## config.mk

```make
export PLATFORM = sky130hd
export DESIGN_NAME = proximity_group_tracker_core
export DESIGN_NICKNAME = d
export VERILOG_FILES = /design/src/rtl/pgt_pkg.sv /design/src/rtl/pgt_front.sv /design/src/rtl/pgt_queue.sv /design/src/rtl/pgt_back.sv /design/src/rtl/proximity_group_tracker_core.sv
export SDC_FILE = /design/constraint.sdc
export NUM_CORES = 1
export LEC_CHECK = 0
export ABC_AREA = 1
export BUFFER_PORTS_ARGS = -buffer_cell sky130_fd_sc_hd__buf_2
export CAP_MARGIN = 10
export CORE_AREA = 5 5 128 130
export DETAILED_ROUTE_END_ITERATION = 6
export DIE_AREA = 0 0 133 135
export PLACE_DENSITY = 0.84
export SYNTH_ARGS = -nofsm -noshare
export SYNTH_HDL_FRONTEND = slang
export SYNTH_SLANG_ARGS = --single-unit
```

## constraint.sdc

```tcl
create_clock -name clk -period 6.7 [get_ports clk]
set_input_delay 0.67 -clock clk [delete_from_list [all_inputs] [get_ports clk]]
set_output_delay 0.67 -clock clk [all_outputs]
set_load 0.03 [all_outputs]
```

## src/rtl/pgt_pkg.sv

```systemverilog
package pgt_pkg;

  localparam int unsigned QUEUE_DEPTH_DEF = 4;

  localparam logic [7:0] SLOT_NONE         = 8'd255;
  localparam logic [7:0] GROUPING_DIST_RST = 8'd15;
  localparam logic [7:0] DIST_FAR          = 8'd255;
  localparam logic [7:0] DIST_NEAR         = 8'd0;

  // Classified item handed from the front part to the back part.
  typedef struct packed {
    logic       is_tick;
    logic       in_group;
    logic [7:0] distance;
    logic [7:0] heard;
    logic [7:0] slot;
  } item_t;

endpackage

```

## src/rtl/pgt_front.sv

```systemverilog
module pgt_front (
  input  logic                clk,
  input  logic                rst_n,
  input  logic                cfg_valid,
  output logic                cfg_ready,
  input  logic [7:0]          cfg_data,
  input  logic                in_tvalid,
  output logic                in_tready,
  input  logic                in_tuser,
  input  logic [23:0]         in_tdata,
  input  logic                q_full,
  output logic                q_push,
  output pgt_pkg::item_t      q_item
);
  import pgt_pkg::*;

  logic [7:0]        grouping_dist_r;
  logic [7:0]        grouping_dist_nxt;
  logic signed [7:0] snr;
  logic signed [8:0] k_wide;
  logic [10:0]       scaled;
  logic [10:0]       diff;
  logic [7:0]        distance;

  assign cfg_ready = 1'b1;

  always_comb begin
    grouping_dist_nxt = grouping_dist_r;
    if (cfg_valid) begin
      grouping_dist_nxt = cfg_data;
    end
  end

  always_ff @(posedge clk) begin
    if (!rst_n) begin
      grouping_dist_r <= GROUPING_DIST_RST;
    end else begin
      grouping_dist_r <= grouping_dist_nxt;
    end
  end

  // Distance is (2044 - 17*(s+80)) / 8 inside the linear range; the
  // difference never goes negative there, so the floor is a plain shift.
  always_comb begin
    snr    = $signed(in_tdata[7:0]);
    k_wide = $signed({snr[7], snr}) + 9'sd80;
    scaled = {k_wide[6:0], 4'b0000} + {4'b0000, k_wide[6:0]};
    diff   = 11'd2044 - scaled;
    if (snr <= -8'sd80) begin
      distance = DIST_FAR;
    end else if (snr >= 8'sd40) begin
      distance = DIST_NEAR;
    end else begin
      distance = diff[10:3];
    end
  end

  assign in_tready = !q_full;
  assign q_push    = in_tvalid && in_tready;

  always_comb begin
    q_item.is_tick  = in_tuser;
    q_item.in_group = (distance <= grouping_dist_r);
    q_item.distance = distance;
    q_item.heard    = in_tdata[15:8];
    q_item.slot     = in_tdata[23:16];
  end

endmodule

```

## src/rtl/pgt_queue.sv

```systemverilog
module pgt_queue #(
  parameter int unsigned DEPTH = pgt_pkg::QUEUE_DEPTH_DEF
) (
  input  logic           clk,
  input  logic           rst_n,
  input  logic           push,
  input  pgt_pkg::item_t push_item,
  output logic           full,
  input  logic           pop,
  output logic           avail,
  output pgt_pkg::item_t head_item
);
  import pgt_pkg::*;

  localparam int unsigned PTR_W = (DEPTH > 1) ? $clog2(DEPTH) : 1;
  localparam int unsigned CNT_W = $clog2(DEPTH + 1);

  item_t            entries [DEPTH];
  logic [PTR_W-1:0] wr_ptr_r, wr_ptr_nxt;
  logic [PTR_W-1:0] rd_ptr_r, rd_ptr_nxt;
  logic [CNT_W-1:0] count_r, count_nxt;
  logic             do_push;
  logic             do_pop;

  assign full      = (count_r == CNT_W'(DEPTH));
  assign avail     = (count_r != '0);
  assign head_item = entries[rd_ptr_r];
  assign do_push   = push && !full;
  assign do_pop    = pop && avail;

  always_comb begin
    wr_ptr_nxt = wr_ptr_r;
    rd_ptr_nxt = rd_ptr_r;
    count_nxt  = count_r;
    if (do_push) begin
      wr_ptr_nxt = (wr_ptr_r == PTR_W'(DEPTH - 1)) ? '0 : wr_ptr_r + 1'b1;
    end
    if (do_pop) begin
      rd_ptr_nxt = (rd_ptr_r == PTR_W'(DEPTH - 1)) ? '0 : rd_ptr_r + 1'b1;
    end
    if (do_push && !do_pop) begin
      count_nxt = count_r + 1'b1;
    end else if (do_pop && !do_push) begin
      count_nxt = count_r - 1'b1;
    end
  end

  always_ff @(posedge clk) begin
    if (!rst_n) begin
      wr_ptr_r <= '0;
      rd_ptr_r <= '0;
      count_r  <= '0;
    end else begin
      wr_ptr_r <= wr_ptr_nxt;
      rd_ptr_r <= rd_ptr_nxt;
      count_r  <= count_nxt;
    end
  end

  always_ff @(posedge clk) begin
    if (do_push) begin
      entries[wr_ptr_r] <= push_item;
    end
  end

  a_count_bound: assert property (@(posedge clk) disable iff (!rst_n)
    count_r <= CNT_W'(DEPTH))
    else $error("queue count exceeds depth");

  a_pop_moves_head: assert property (@(posedge clk) disable iff (!rst_n)
    do_pop && !do_push |=> count_r == $past(count_r) - 1'b1)
    else $error("queue count did not drop on pop");

  a_push_moves_tail: assert property (@(posedge clk) disable iff (!rst_n)
    do_push && !do_pop |=> count_r == $past(count_r) + 1'b1)
    else $error("queue count did not rise on push");

endmodule

```

## src/rtl/pgt_back.sv

```systemverilog
module pgt_back (
  input  logic           clk,
  input  logic           rst_n,
  input  logic           q_avail,
  input  pgt_pkg::item_t q_item,
  output logic           q_pop,
  output logic           out_tvalid,
  input  logic           out_tready,
  output logic [39:0]    out_tdata
);
  import pgt_pkg::*;

  logic       out_valid_r, out_valid_nxt;
  logic [7:0] member_count_r, member_count_nxt;
  logic [7:0] largest_heard_r, largest_heard_nxt;
  logic [7:0] cyc_slot_r, cyc_slot_nxt;
  logic [7:0] cyc_dist_r, cyc_dist_nxt;
  logic [7:0] pub_size_r, pub_size_nxt;
  logic [7:0] smoothed_r, smoothed_nxt;
  logic [7:0] pub_slot_r, pub_slot_nxt;
  logic [8:0] pub_delta_r, pub_delta_nxt;
  logic       largest_flag_r, largest_flag_nxt;
  logic [9:0] blend_sum;
  logic [7:0] blend;

  // A cycle-end item waits until the published result has been taken.
  assign q_pop = q_avail && (!q_item.is_tick || !out_valid_r || out_tready);

  assign blend_sum = {2'b00, smoothed_r} + {1'b0, cyc_dist_r, 1'b0}
                   + {2'b00, cyc_dist_r} + 10'd2;
  assign blend     = blend_sum[9:2];

  always_comb begin
    out_valid_nxt     = out_valid_r && !out_tready;
    member_count_nxt  = member_count_r;
    largest_heard_nxt = largest_heard_r;
    cyc_slot_nxt      = cyc_slot_r;
    cyc_dist_nxt      = cyc_dist_r;
    pub_size_nxt      = pub_size_r;
    smoothed_nxt      = smoothed_r;
    pub_slot_nxt      = pub_slot_r;
    pub_delta_nxt     = pub_delta_r;
    largest_flag_nxt  = largest_flag_r;
    if (q_pop) begin
      if (!q_item.is_tick) begin
        if (q_item.in_group) begin
          if (member_count_r != 8'd255) begin
            member_count_nxt = member_count_r + 1'b1;
          end
          if (q_item.heard > largest_heard_r) begin
            largest_heard_nxt = q_item.heard;
          end
        end else if (cyc_slot_r == SLOT_NONE ||
                     (q_item.distance < cyc_dist_r && q_item.heard >= pub_size_r)) begin
          cyc_dist_nxt = q_item.distance;
          cyc_slot_nxt = q_item.slot;
        end
      end else begin
        if (pub_slot_r != SLOT_NONE && cyc_slot_r != SLOT_NONE) begin
          smoothed_nxt  = blend;
          pub_delta_nxt = {1'b0, blend} - {1'b0, smoothed_r};
        end else if (cyc_slot_r != SLOT_NONE) begin
          smoothed_nxt  = cyc_dist_r;
          pub_delta_nxt = '0;
        end
        largest_flag_nxt  = (cyc_slot_r == SLOT_NONE);
        pub_size_nxt      = (member_count_r > largest_heard_r) ? member_count_r
                                                               : largest_heard_r;
        pub_slot_nxt      = cyc_slot_r;
        member_count_nxt  = 8'd1;
        largest_heard_nxt = 8'd0;
        cyc_dist_nxt      = DIST_FAR;
        cyc_slot_nxt      = SLOT_NONE;
        out_valid_nxt     = 1'b1;
      end
    end
  end

  always_ff @(posedge clk) begin
    if (!rst_n) begin
      out_valid_r     <= 1'b0;
      member_count_r  <= 8'd1;
      largest_heard_r <= 8'd0;
      cyc_slot_r      <= SLOT_NONE;
      cyc_dist_r      <= 8'd0;
      pub_size_r      <= 8'd1;
      smoothed_r      <= 8'd255;
      pub_slot_r      <= SLOT_NONE;
      pub_delta_r     <= 9'd0;
      largest_flag_r  <= 1'b0;
    end else begin
      out_valid_r     <= out_valid_nxt;
      member_count_r  <= member_count_nxt;
      largest_heard_r <= largest_heard_nxt;
      cyc_slot_r      <= cyc_slot_nxt;
      cyc_dist_r      <= cyc_dist_nxt;
      pub_size_r      <= pub_size_nxt;
      smoothed_r      <= smoothed_nxt;
      pub_slot_r      <= pub_slot_nxt;
      pub_delta_r     <= pub_delta_nxt;
      largest_flag_r  <= largest_flag_nxt;
    end
  end

  assign out_tvalid = out_valid_r;
  assign out_tdata  = {6'b000000, largest_flag_r, pub_slot_r, pub_delta_r,
                       smoothed_r, pub_size_r};

  a_count_nonzero: assert property (@(posedge clk) disable iff (!rst_n)
    member_count_r != 8'd0)
    else $error("member count reached zero");

  a_flag_matches_slot: assert property (@(posedge clk) disable iff (!rst_n)
    out_valid_r |-> (largest_flag_r == (pub_slot_r == SLOT_NONE)))
    else $error("largest-group flag disagrees with published slot");

  a_tick_clears_cycle: assert property (@(posedge clk) disable iff (!rst_n)
    q_pop && q_item.is_tick |=> member_count_r == 8'd1 && cyc_slot_r == SLOT_NONE
      && out_valid_r)
    else $error("cycle end did not clear counters and publish");

  a_no_overwrite: assert property (@(posedge clk) disable iff (!rst_n)
    out_valid_r && !out_tready |=> $stable(pub_size_r) && $stable(smoothed_r))
    else $error("pending result overwritten");

endmodule

```

## src/rtl/proximity_group_tracker_core.sv

```systemverilog
// Proximity group tracker core.
// The input channel (in_*) carries one beat per event: in_tuser low marks a
// heard packet, in_tuser high marks the end of a listening cycle. Packets
// produce no result; each cycle-end beat produces exactly one result beat on
// the out_* channel with the published group size, smoothed nearest distance,
// its change, the nearest slot and the largest-group flag.
// The cfg_* channel writes the grouping distance; it is always ready and
// should only be written while no beat is in flight.
// A front part maps SNR to distance and classifies each beat against the
// grouping distance, then pushes it into a small queue (QUEUE_DEPTH entries).
// The back part pops one beat per cycle, holding a cycle-end beat while a
// result is still untaken, and updates the per-cycle state. Throughput is
// one beat per clock while the queue is not full. A cycle-end beat is queued,
// then popped into the result register that drives out_tvalid.
// When the receiver stalls, the result stays on out_tdata and packet beats
// keep draining; the next cycle-end beat waits at the queue head, and once
// the queue fills, in_tready drops.
// Reset (rst_n low, synchronous) empties the queue, drops out_tvalid, restores
// the grouping distance to 15 and all tracking state to its initial values.
module proximity_group_tracker_core #(
  parameter int unsigned QUEUE_DEPTH = pgt_pkg::QUEUE_DEPTH_DEF
) (
  input  logic        clk,
  input  logic        rst_n,
  input  logic        cfg_valid,
  output logic        cfg_ready,
  input  logic [7:0]  cfg_data,     // grouping_distance
  input  logic        in_tvalid,
  output logic        in_tready,
  input  logic        in_tuser,     // operation
  input  logic [23:0] in_tdata,     // snr_quarter_db, heard_group_size, sender_slot
  output logic        out_tvalid,
  input  logic        out_tready,
  // group_size[7:0], nearest_distance[15:8], distance_delta[24:16],
  // nearest_slot[32:25], in_largest_group[33], zero fill above
  output logic [39:0] out_tdata
);
  import pgt_pkg::*;

  item_t push_item;
  item_t head_item;
  logic  q_push;
  logic  q_full;
  logic  q_pop;
  logic  q_avail;

  // Front: configuration register, distance mapping and classification.
  pgt_front u_front (
    .clk       (clk),
    .rst_n     (rst_n),
    .cfg_valid (cfg_valid),
    .cfg_ready (cfg_ready),
    .cfg_data  (cfg_data),
    .in_tvalid (in_tvalid),
    .in_tready (in_tready),
    .in_tuser  (in_tuser),
    .in_tdata  (in_tdata),
    .q_full    (q_full),
    .q_push    (q_push),
    .q_item    (push_item)
  );

  // Decoupling queue so either side can stall independently.
  pgt_queue #(
    .DEPTH (QUEUE_DEPTH)
  ) u_queue (
    .clk       (clk),
    .rst_n     (rst_n),
    .push      (q_push),
    .push_item (push_item),
    .full      (q_full),
    .pop       (q_pop),
    .avail     (q_avail),
    .head_item (head_item)
  );

  // Back: per-cycle tracking, smoothing and the published result register.
  pgt_back u_back (
    .clk        (clk),
    .rst_n      (rst_n),
    .q_avail    (q_avail),
    .q_item     (head_item),
    .q_pop      (q_pop),
    .out_tvalid (out_tvalid),
    .out_tready (out_tready),
    .out_tdata  (out_tdata)
  );

endmodule

```

# --- Word level (Yosys, flattened, before mapping) ---
# Memory sizes are Yosys's and may differ from the RTL's. A register that Yosys moved wholly into a read port is not among the register bits.
# Index checks and enable logic that the tools add are counted.
word_totals:
  mem_bits_rw: 104
  output_inout_bits: 43
  n_memories: 1
  elab_cells: 101
  in_bits: 38
  ff_bits: 82
classes:
  order_cmp: 7
  mux: 29
  addsub: 12
  eq_ne: 8
  reduce_logical: 30
memory_table:
  columns: ["name", "words", "width", "read_ports", "rd_ports_with_merged_regs", "wr", "line_no", "text"]
  rows:
  - ["u_queue.entries", 4, 26, 1, 1, 1, "pgt_queue.sv:18", "item_t entries [DEPTH];"]
ops:
  columns: ["op", "count"]
  rows:
  - ["2-to-1 mux 8 bit", 17]
  - ["!= test 8 bit, second input constant", 3]
  - ["2-to-1 mux 9 bit", 2]
  - ["greater-than comparator 8 bit", 2]
  - ["AND reduction 3 bit", 4]
  - ["nonzero test 2 bit", 6]
  - ["adder 11 x 7 -> 11 bit", 1]
  - ["subtractor 11 bit, first input constant", 1]
  - ["adder 10 x 2 -> 10 bit, second input constant", 1]
  - ["adder 10 x 8 -> 10 bit", 1]
  - ["adder 8 x 9 -> 10 bit", 1]
  - ["logical AND 1 bit", 9]
  - ["subtractor 8 x 8 -> 9 bit", 1]
  - ["adder 8 x 1 -> 8 bit, second input constant", 1]
  - ["equality test 8 bit, second input constant", 1]
  - [">= comparator 8 x 7 -> 1 bit, second input constant", 1]
  - [">= comparator 8 bit", 1]
  - ["<= comparator 8 bit", 1]
  - ["<= comparator 8 bit, second input constant", 1]
  - ["less-than comparator 8 bit", 1]
  - ["2-to-1 mux 2 bit", 4]
  - ["adder 7 bit, second input constant", 1]
  - ["logical NOT 1 bit", 6]
  - ["2-to-1 mux 3 bit", 2]
  - ["10 further kinds", 17]

# --- Longest topological paths before layout ---
# Gate-level depths: netlist (run 1).
depth:
  ltp_word: 8
  mapped_depth: 22
  depth_no_buf: 22

# --- Cells and area by module ---
# From an unflattened synthesis (run 1), not the netlist that was laid out.
unflattened:
  hier_cells: 1126
  area_unflattened_um2: 10045.9
by_module_without_submodules:
  columns: ["module", "seq_area_each_um2", "n_inst", "cells_per_inst", "area_per_inst_um2"]
  rows:
  - ["pgt_back", 1341.3, 1, 618, 4535.6]
  - ["pgt_queue", 3303.2, 1, 322, 4341.7]
  - ["pgt_front", 160.2, 1, 186, 1168.6]

# --- Worst setup path after synthesis (run 1) ---
# No wires, ideal clock.
synth_path:
  path_type: "input-to-reg"
  from: "input in_tdata[4]"
  to: "memory u_queue.entries[0][24] (netlist name) (data pin)"
  slack_ns: 3.068
  t_required_ns: 6.474
  path_stages: 20
  t_arrival_ns: 3.406
  setup_ns: 0.226
  path_buffers: 0
  cell_sequence: "inv_1 ha_1 inv_1 ha_1 inv_1 ha_1 inv_1 nor2_1 nor2_1 inv_1 nand2_1 o21ai_0 nand2_1 nand2_1 nor2_1 o21ai_0 ha_1 a21oi_1 nand2_1 o32ai_1"
synth_rtl:
  columns: ["element", "line_no", "text"]
  rows:
  - ["start, declared", "proximity_group_tracker_core.sv:31", "input logic [23:0] in_tdata,"]
  - ["end, declared", "pgt_queue.sv:18", null]

==> results of run 1 <==
==> flip-flops by register name, indices dropped and copies added, names as in the netlist, named ones only <==
register                 flops
u_back.cyc_dist_r            8
u_back.cyc_slot_r            8
u_back.largest_flag_r        1
u_back.largest_heard_r       8
u_back.member_count_r        8
u_back.out_tvalid            1
u_back.pub_delta_r           9
u_back.pub_size_r            8
u_back.pub_slot_r            8
u_back.smoothed_r            8
u_front.grouping_dist_r      8
u_queue.count_r              3
u_queue.entries            104
u_queue.rd_ptr_r             2
u_queue.wr_ptr_r             2
==> final cells by class <==
type	instances	area share [%]
clock buffers	17	4.032
well taps	188	2.229
clock inverters	15	1.435
inverters	137	4.969
repair buffers	77	3.747
flip-flops and latches	188	45.54
multi-input cells	661	38.05
==> power groups by stage <==
stage | registers [mW] | logic, mW | clock network, mW
floorplan | 1.65 | 2.26 | 0
global placement | 1.57 | 2.80 | 0
detailed placement | 1.58 | 2.91 | 0
CTS | 1.55 | 2.95 | 0.983
global route | 1.58 | 3.36 | 1.03
finish | 1.56 | 2.96 | 0.973
==> worst reg2reg max path: cells and delay by family (launching register included) <==
kind / cells / cell delay [ns]
DFF: 1 / 0.45
AOI/OAI and AO/OA: 4 / 0.85
xor gates and xnor gates: 1 / 0.12
adders and majority gates: 3 / 1.16
and+or+nand+nor: 8 / 0.61
buffers and inverters: 1 / 0.06
==> metrics by stage <==
step	area [um2]	hold WS, ns	instances	total power [mW]
finish	10550	0.4430	1283	5.487
global route	10550	0.4357	1283	5.974
CTS	10550	0.4276	1283	5.483
detailed placement	9975	0.4454	1251	4.487
global placement	9975	0.4363	1251	4.373
floorplan	9555	0.4329	1027	3.905
==> per-layer routing <==
layer	part of all wire, %	vias up
met1	43	3431
met3	5.9	38
met5	0.049	-
met2	49	254
met4	2.2	2
li1	-	3615
==> cells by family (layout without fill, tap and decap cells) <==
group	Yosys count	after routing
other	2	7
and+or+nand+nor	345	345
xor gates and xnor gates	9	9
buffers and inverters	178	246
DFF	188	188
adders and majority gates	80	80
AOI/OAI and AO/OA	220	220
==> final timing paths <==
kind,from,endpoint
setup / recovery,in_tdata[4],u_queue.entries[0][24]$_DFFE_PP_
hold reg to reg,u_back.pub_delta_r[1]$_SDFFE_PN0P_,u_back.pub_delta_r[1]$_SDFFE_PN0P_
setup reg to reg,u_back.cyc_dist_r[1]$_SDFFE_PN0P_,u_back.pub_delta_r[7]$_SDFFE_PN0P_
hold / removal,in_tdata[13],u_queue.entries[0][13]$_DFFE_PP_
==> layout by cell type, fill, tap and decap left out, types with 13 or more instances in the layout <==
master / n
inv_1: 127
nand4_1: 13
ha_1: 72
a21oi_1: 76
dfxtp_1: 84
clkbuf_16: 17
edfxtp_1: 104
nand3_1: 43
o211ai_1: 17
nor3_1: 14
nor2_1: 81
nand2_1: 163
o21ai_0: 74
buf_2: 73
==> flow_metrics.tcl, run 1 <==
set metrics [dict create \
    status "finished, final reports clean" \
    min_path_type "primary input to flop" \
    cts.clk_slew.worst_paths_ns 0.07 \
    slew_headroom_pct 42.76 \
    reg2reg_depth 17 \
    ys.flop_type "edfxtp_1" \
    htreeDepth 4 \
    yosysMostFrequentCell "nand2_1" \
    synth_edf_count 104 \
    muxShareOfSynthArea_pct 0 \
    tightest_slew_ns 0.8565 \
    clk_latency_ns 0.44 \
    synth_simple_gate_area_share_pct 15.91 \
    start_util_pct 63.44 \
    cts.sinks 188 \
    crit_top_cell "inv_1" \
    crit_slowest_cell "o32ai_1" \
    grt_pass1_wl_mm 34.22 \
    crit_required_ns 6.88 \
    grtUsageTotal_pct 23.68 \
    die_area_um2 17960 \
    synth_compound_area_share_pct 13.64 \
    period_minus_slack_ns 3.825 \
    busiest_layer "met2" \
    seqPwrFrac_pct 28.3 \
    routed_via_density 5.721 \
    clkPwrFrac_pct 17.7 \
    swShare_pct 46.40 \
    crit_path_cell_trace "buf_2, inv_1, ha_1, inv_1, ha_1, inv_1, ha_1, inv_1, nor2_1, nor2_1, inv_1, nand2_1, o21ai_0, nand2_1, nand2_1, nor2_1, o21ai_0, ha_1, nand3_1, o32ai_1" \
    finalHoldViolCount 0 \
    yosysTopAreaCell "edfxtp_1" \
    grt_pass1_vias 7099 \
    dp_hpwl_mm 14.04 \
    cp_max_fo 5 \
    min_path_cells 1 \
    layout.nets 1200 \
    p_int_mw 2.941 \
    drt_iter0_drc 631 \
    worst-path-buf-inv 6 \
    io_pins 81 \
    fillerInstances 1121 \
    ant_nets 0 \
    io_buffer_count 73 \
    critPathTopFamily "compound AO/OA/AOI/OAI gates" \
    antenna_found_initial 1 \
    global_route.overflow_total 0 \
    cts_tree "yes" \
    clockBufferDepth 2 \
    setup-tns-final_ns 0 \
    synth.area.top_cells "edfxtp_1, dfxtp_1, ha_1" \
    criticalPathCategory "primary input to flop" \
    use_met1_pct 30.21 \
    setup_ws_ns 2.875 \
    worstPathArrival_ns 4.01 \
    syn_avg_cell_area_um2 9.331 \
    cts-root-buf "clkbuf_16" \
    cts_made_buffers 17 \
    drive_above_1_share_pct 13.15 \
    synthTopCellsByCount "nand2_1, inv_1, edfxtp_1" \
    synth_top_family_by_area "simple AND/OR/NAND/NOR gates" \
    ir_worst_vdd_mv 0.3203 \
    fmax_mhz 261.5 \
    synthCells 1022 \
    crit_cells 20 \
    drv_slew 0 \
    regArea_um2 4805 \
    use_met2_pct 40.10 \
    cts_setup_buffers 0 \
    die_w_um 133 \
    avgRoutedWirePerCell_um 16.05 \
    synth_seq_area_share_pct 50.38 \
    dp_slack_ns 2.500 \
    period_share_pct 57.09 \
    multiInputGateArea_um2 4015 \
    core_um2 15030 \
    use_met3_pct 5.067 \
    yosys.area_share.xor_xnor_pct 0.8266 \
    gp_congestion 0.8965 \
    maxCapViolCount 0 \
    num_vias 7340 \
    syn-cell-area_um2 9537 \
    p_per_area_nw_per_um2 520.1 \
    rows 45 \
    p_leak_nw 4.534 \
    hold_buffers 0 \
    synth_top_area_share_pct 32.75 \
    num_antenna_cells 0 \
    yosysWarningCount 0 \
    start_kind "primary input" \
    worstSetupEndpointType "flop" \
    combPwrFrac_pct 53.9 \
    synthToLayoutAreaGrowth_pct 10.64 \
    fp.dieH_um 135 \
    power_switching_mw 2.546 \
    cts_resized 0 \
    grt_max_degree 54 \
    drt_wl_total_mm 20.59 \
    rrSetupSlack_ns 3.36 \
    finalCoreUtilization_pct 70.19 \
    synthArstFlopShare_pct 0 \
    final-setup-viol-count 0 \
    synth_seq_cells 188 \
    synth.distinct_cells 53 \
    critPathMaxStageDelay_ns 0.47 \
    drt_drc_violations_left 0 \
    dr.pass1.iters 5 \
    rsz0062_at_grt "false" \
    synthAdderAreaFrac_pct 11.13 \
    fin_skew_ns 0.01164 \
]
Note: power is estimated with default switching activity, not from simulation.
==> run 2, diff against run 1 <==
Settings changed: ABC_AREA 1 to 0, CORE_AREA 5 5 128 130 to 5 5 132 134, DIE_AREA 0 0 133 135 to 0 0 137 139, PLACE_DENSITY 0.84 to 0.79.
Clock period 6.7 ns to 3.85 ns, I/O delays scaled along.
==> flow_metrics.tcl, run 2 <==
set metrics [dict create \
    status "finished, final reports clean" \
    synth_compound_area_share_pct 10.07 \
    period_minus_slack_ns 3.461 \
    final-setup-viol-count 0 \
    synth.distinct_cells 62 \
    crit_cells 9 \
    layout.nets 1014 \
    rsz0062_at_grt "false" \
    start_util_pct 58.01 \
    clk_latency_ns 0.43 \
    syn-cell-area_um2 9381 \
    regArea_um2 4806 \
    critPathMaxStageDelay_ns 0.80 \
    maxCapViolCount 0 \
    fillerInstances 1205 \
    drt_wl_total_mm 19.12 \
    synth_top_area_share_pct 33.29 \
    drive_above_1_share_pct 17.27 \
    synth_top_family_by_area "adder cells" \
    synth_simple_gate_area_share_pct 11.08 \
    yosysTopAreaCell "edfxtp_1" \
    critPathTopFamily "compound AO/OA/AOI/OAI gates" \
    synth_seq_area_share_pct 51.21 \
    synthTopCellsByCount "edfxtp_1, dfxtp_1, ha_1" \
    num_vias 6437 \
    synthCells 817 \
    synth_edf_count 104 \
    muxShareOfSynthArea_pct 9.643 \
    worstPathArrival_ns 3.80 \
    slew_headroom_pct 51.87 \
    synthArstFlopShare_pct 0 \
    worst-path-buf-inv 1 \
    yosysWarningCount 0 \
    crit_top_cell "a311oi_1" \
    cts_resized 0 \
    crit_slowest_cell "dfxtp_2" \
    clockBufferDepth 2 \
    cp_max_fo 20 \
    finalHoldViolCount 0 \
    cts-root-buf "clkbuf_16" \
    largest_reg_flops 104 \
    reg.largest.list "u_queue.entries x104, u_back.pub_delta_r x9" \
    dp_hpwl_mm 13.75 \
    layout_commonest_cell "edfxtp_1" \
    cts.sinks 188 \
    min_path_type "primary input to flop" \
    fp.dieH_um 139 \
    synthToLayoutAreaGrowth_pct 12.79 \
    drt_drc_violations_left 0 \
    p_per_area_nw_per_um2 986.1 \
    cts_made_buffers 17 \
    fmax_mhz 289.0 \
    crit_path_cell_trace "buf_4, mux4_2, ha_1, o211ai_1, a311oi_1, o41a_1, o31ai_4, nand2_2, a311oi_1" \
    ys.flop_type "edfxtp_1" \
    io_pins 81 \
    multiInputGateArea_um2 4169 \
    gp_congestion 0.8896 \
    crit_required_ns 4.19 \
    criticalPathCategory "flop to flop" \
    tightest_slew_ns 0.7219 \
    drv_slew 0 \
    worstSetupEndpointType "flop" \
    hold_buffers 0 \
    whs_ns 0.1654 \
    final_cells 1129 \
    rows 47 \
    synth_seq_cells 188 \
    period_share_pct 89.89 \
    core_um2 16170 \
    start_kind "flop" \
    synth.area.top_cells "edfxtp_1, dfxtp_1, ha_1" \
    grtUsageTotal_pct 20.95 \
    reg2reg_depth 9 \
    fin_skew_ns 0.009801 \
    die_w_um 137 \
    die_area_um2 19040 \
    yosysMostFrequentCell "edfxtp_1" \
    num_antenna_cells 0 \
    drt_iter0_drc 464 \
    cts_tree "yes" \
    yosys.area_share.xor_xnor_pct 2.054 \
    cts.clk_slew.worst_paths_ns 0.07 \
    final_cell_mix "edfxtp_1, dfxtp_1, buf_2" \
    grt_pass1_wl_mm 31.71 \
    antenna_found_initial 0 \
    htreeDepth 4 \
    avgRoutedWirePerCell_um 16.94 \
    ir_worst_vdd_mv 0.5376 \
    ant_nets 0 \
    regMostFlops "u_queue.entries" \
    dr.pass1.iters 5 \
    setup-tns-final_ns 0 \
    io_buffer_count 73 \
    grt_pass1_vias 6553 \
    routed_via_density 5.702 \
    cts_setup_buffers 0 \
    grt_max_degree 34 \
    global_route.overflow_total 0 \
    synthAdderAreaFrac_pct 11.31 \
    min_path_cells 1 \
    syn_avg_cell_area_um2 11.48 \
    dp_cells 1097 \
    p_leak_nw 4.337 \
]
## run 2: cell count changes after synthesis, moves of 9 or more
cell,delta
mux4_2,+25
and3_1,+14
nand3_1,-22
inv_1,-66
mux2i_1,+33
xnor2_1,+10
o21ai_0,-36
nor2b_1,+9
nand2_1,-99
a21oi_1,-38
nor2_1,-18
## run 2: metal layers
layer / up-vias / global-route usage [%] / share of wire, %
met5: - / 0 / 0
met4: 0 / 7.300 / 2.2
met3: 37 / 3.882 / 3.6
met2: 155 / 35.17 / 50
met1: 3117 / 27.15 / 45
li1: 3128 / - / -
## run 2: logic make-up (layout without fill, tap and decap cells)
| group | Yosys count | count (layout) |
|---|---|---|
| adder cells (fa/ha/maj) | 80 | 80 |
| other | 2 | 7 |
| multiplexers | 59 | 59 |
| AO/OA/AOI/OAI | 145 | 145 |
| buffers and inverters | 98 | 185 |
| XOR/XNOR | 22 | 22 |
| AND/OR/NAND/NOR | 223 | 223 |
| flip-flops | 188 | 188 |
## run 2: worst register-to-register path, cell delays in order, from the launching register on
cell      delay (ns)
dfxtp_2         0.80
buf_4           0.33
mux4_2          0.54
ha_1            0.28
o211ai_1        0.17
a311oi_1        0.07
o41a_1          0.16
o31ai_4         0.32
nand2_2         0.34
a311oi_1        0.35
## run 2: final timing paths
check | startpoint | to | slack [ns]
hold reg to reg | u_back.pub_delta_r[3]$_SDFFE_PN0P_ | u_back.pub_delta_r[3]$_SDFFE_PN0P_ | 0.45
setup reg to reg | flop | u_back.cyc_dist_r[1]$_SDFFE_PN0P_ | 0.39
setup / recovery | flop | u_back.cyc_dist_r[1]$_SDFFE_PN0P_ | 0.39
hold / removal | in_tdata[11] | u_queue.entries[0][11]$_DFFE_PP_ | 0.17
## run 2: cell type report
type / instances / share of cell area [%]
multi-input cells: 536 / 39.40
well taps: 220 / 2.601
flip-flops and latches: 188 / 45.42
repair buffers: 92 / 4.801
clock buffers: 19 / 4.186
clock inverters: 13 / 1.431
inverters: 61 / 2.164
## run 2: per-stage QoR
step           area [um2]  utilization, %  setup WS, ns  power [mW]
2_1_floorplan        9400               -        0.3817       7.352
3_3_place_gp         9987           61.76        0.1716       8.481
3_5_place_dp         9987           61.76       0.06971       8.644
4_1_cts             10580           65.43        0.3168       10.48
5_1_grt             10580           65.43       0.06324       11.35
6_report            10580           65.43        0.3893       10.43
## run 2: power breakdown
part           internal [mW]  leakage (nW)  switching [mW]  total [mW]
logic                   2.37          2.40            3.42        5.79
clock network          0.991         0.289           0.775        1.77
registers               2.54          1.64           0.342        2.88
total                   5.90          4.34            4.54        10.4
==> run 3, diff against run 2 <==
Settings changed: CORE_AREA 5 5 132 134 to 5 5 101 174, DIE_AREA 0 0 137 139 to 0 0 106 179.
==> flow_metrics.tcl, run 3 (synthesized netlist as in run 2, its figures left out) <==
set metrics [dict create \
    place_area_um2 9941 \
    io_pins 81 \
    grt_max_degree 34 \
    worstPathArrival_ns 3.78 \
    cts-root-buf "clkbuf_16" \
    num_vias 6499 \
    multiInputGateArea_um2 4174 \
    crit_path_cell_trace "inv_1, ha_1, inv_1, ha_1, a21oi_1, o22ai_1, or4_1, a32oi_1, ha_1, inv_1, o21bai_1, o41ai_1, xor2_1, o21ai_0" \
    final_cell_mix "edfxtp_1, dfxtp_1, buf_2" \
    finalHoldViolCount 0 \
    cts_tree "yes" \
    die_area_um2 18970 \
    drt_drc_violations_left 0 \
    cts.clk_slew.worst_paths_ns 0.07 \
    drv_slew 0 \
    regArea_um2 4808 \
    routed_via_density 5.930 \
    status "finished, final reports clean" \
    period_minus_slack_ns 3.471 \
    rrSetupSlack_ns 0.38 \
    ant_nets 0 \
    die_w_um 106 \
    grtUsageTotal_pct 22.42 \
    largest_reg_flops 104 \
    synthToLayoutAreaGrowth_pct 11.98 \
    final-setup-viol-count 0 \
    crit_required_ns 4.16 \
    slew_headroom_pct 58.07 \
    min_path_type "primary input to flop" \
    critPathMaxStageDelay_ns 0.54 \
    start_util_pct 59.10 \
    avgRoutedWirePerCell_um 18.51 \
    crit_slowest_cell "or4_1" \
    global_route.overflow_total 0 \
    critPathTopFamily "compound AO/OA/AOI/OAI gates" \
    rows 61 \
    cts.sinks 188 \
    tightest_slew_ns 0.6266 \
    drt_iter0_drc 304 \
    fillerInstances 1189 \
    cts_made_buffers 17 \
    cp_max_fo 4 \
    grt_pass1_wl_mm 33.24 \
    num_antenna_cells 0 \
    reg.largest.list "u_queue.entries x104, u_back.pub_delta_r x9" \
    fin_area_um2 10510 \
    fin_skew_ns 0.01362 \
    criticalPathCategory "flop to flop" \
    fmax_mhz 288.1 \
    hold_buffers 0 \
    gp_congestion 0.8617 \
    worstSetupEndpointType "flop" \
    layout.nets 1013 \
    drive_above_1_share_pct 17.20 \
    layout_commonest_cell "edfxtp_1" \
    period_share_pct 90.15 \
    clk_latency_ns 0.43 \
    drt_wl_total_mm 20.28 \
    core_um2 15880 \
    maxCapViolCount 0 \
    regMostFlops "u_queue.entries" \
    clockBufferDepth 2 \
    grt_pass1_vias 6758 \
    start_kind "flop" \
    dp_hpwl_mm 14.65 \
    worst-path-buf-inv 3 \
    rsz0062_at_grt "false" \
    fp.dieH_um 179 \
    io_buffer_count 73 \
    dr.pass1.iters 4 \
    setup-tns-final_ns 0 \
    htreeDepth 4 \
    cts_resized 0 \
    cts_setup_buffers 0 \
    antenna_found_initial 0 \
]
## run 3: worst paths after layout
check	endpoint	cells after the start	startpoint
setup / recovery	u_back.pub_delta_r[7]$_SDFFE_PN0P_	14	u_back.smoothed_r[1]$_SDFFE_PN1P_
hold / removal	u_queue.entries[0][11]$_DFFE_PP_	1	in_tdata[11]
setup reg to reg	u_back.pub_delta_r[7]$_SDFFE_PN0P_	14	u_back.smoothed_r[1]$_SDFFE_PN1P_
hold reg to reg	u_back.pub_delta_r[4]$_SDFFE_PN0P_	2	u_back.pub_delta_r[4]$_SDFFE_PN0P_
## run 3: cell type report
class	count	share of cell area [%]
Clock inverter	14	1.251
Tap cell	189	2.251
Inverter	61	2.180
Timing Repair Buffer	91	4.764
Clock buffer	17	4.050
Multi-Input combinational cell	536	39.73
Sequential cell	188	45.77
## run 3: per-layer routing
layer	GRT usage, %	part of all wire [%]	routed length, um	up-vias
met2	42.89	55	11060	195
met5	0	0	0	-
met1	23.94	37	7568	3131
met4	9.454	3.7	742	0
met3	4.036	4.5	912	50
li1	-	-	-	3123
## run 3: worst register-to-register path: cells and delay by family (launching register included)
| family | cells | cell delay [ns] |
|---|---|---|
| buffers and inverters | 3 | 0.22 |
| AO/OA/AOI/OAI | 6 | 1.05 |
| XOR/XNOR | 1 | 0.22 |
| adder cells (fa/ha/maj) | 3 | 0.90 |
| AND/OR/NAND/NOR | 1 | 0.54 |
| flip-flops | 1 | 0.42 |
## run 3: per-stage QoR
step,util (%),setup WS (ns),std cells,hold slack [ns]
2_1_floorplan,-,0.3817,822,0.4419
3_3_place_gp,62.62,0.1774,1065,0.4301
3_5_place_dp,62.62,0.01010,1065,0.4484
4_1_cts,66.13,0.3087,1096,0.1579
5_1_grt,66.17,0.001424,1096,0.1605
6_report,66.17,0.3792,1096,0.1668
Power of run 3 is left out: the tool's default activity adds up to more than one toggle a clock period on the data nets, which glitch-free logic cannot reach.
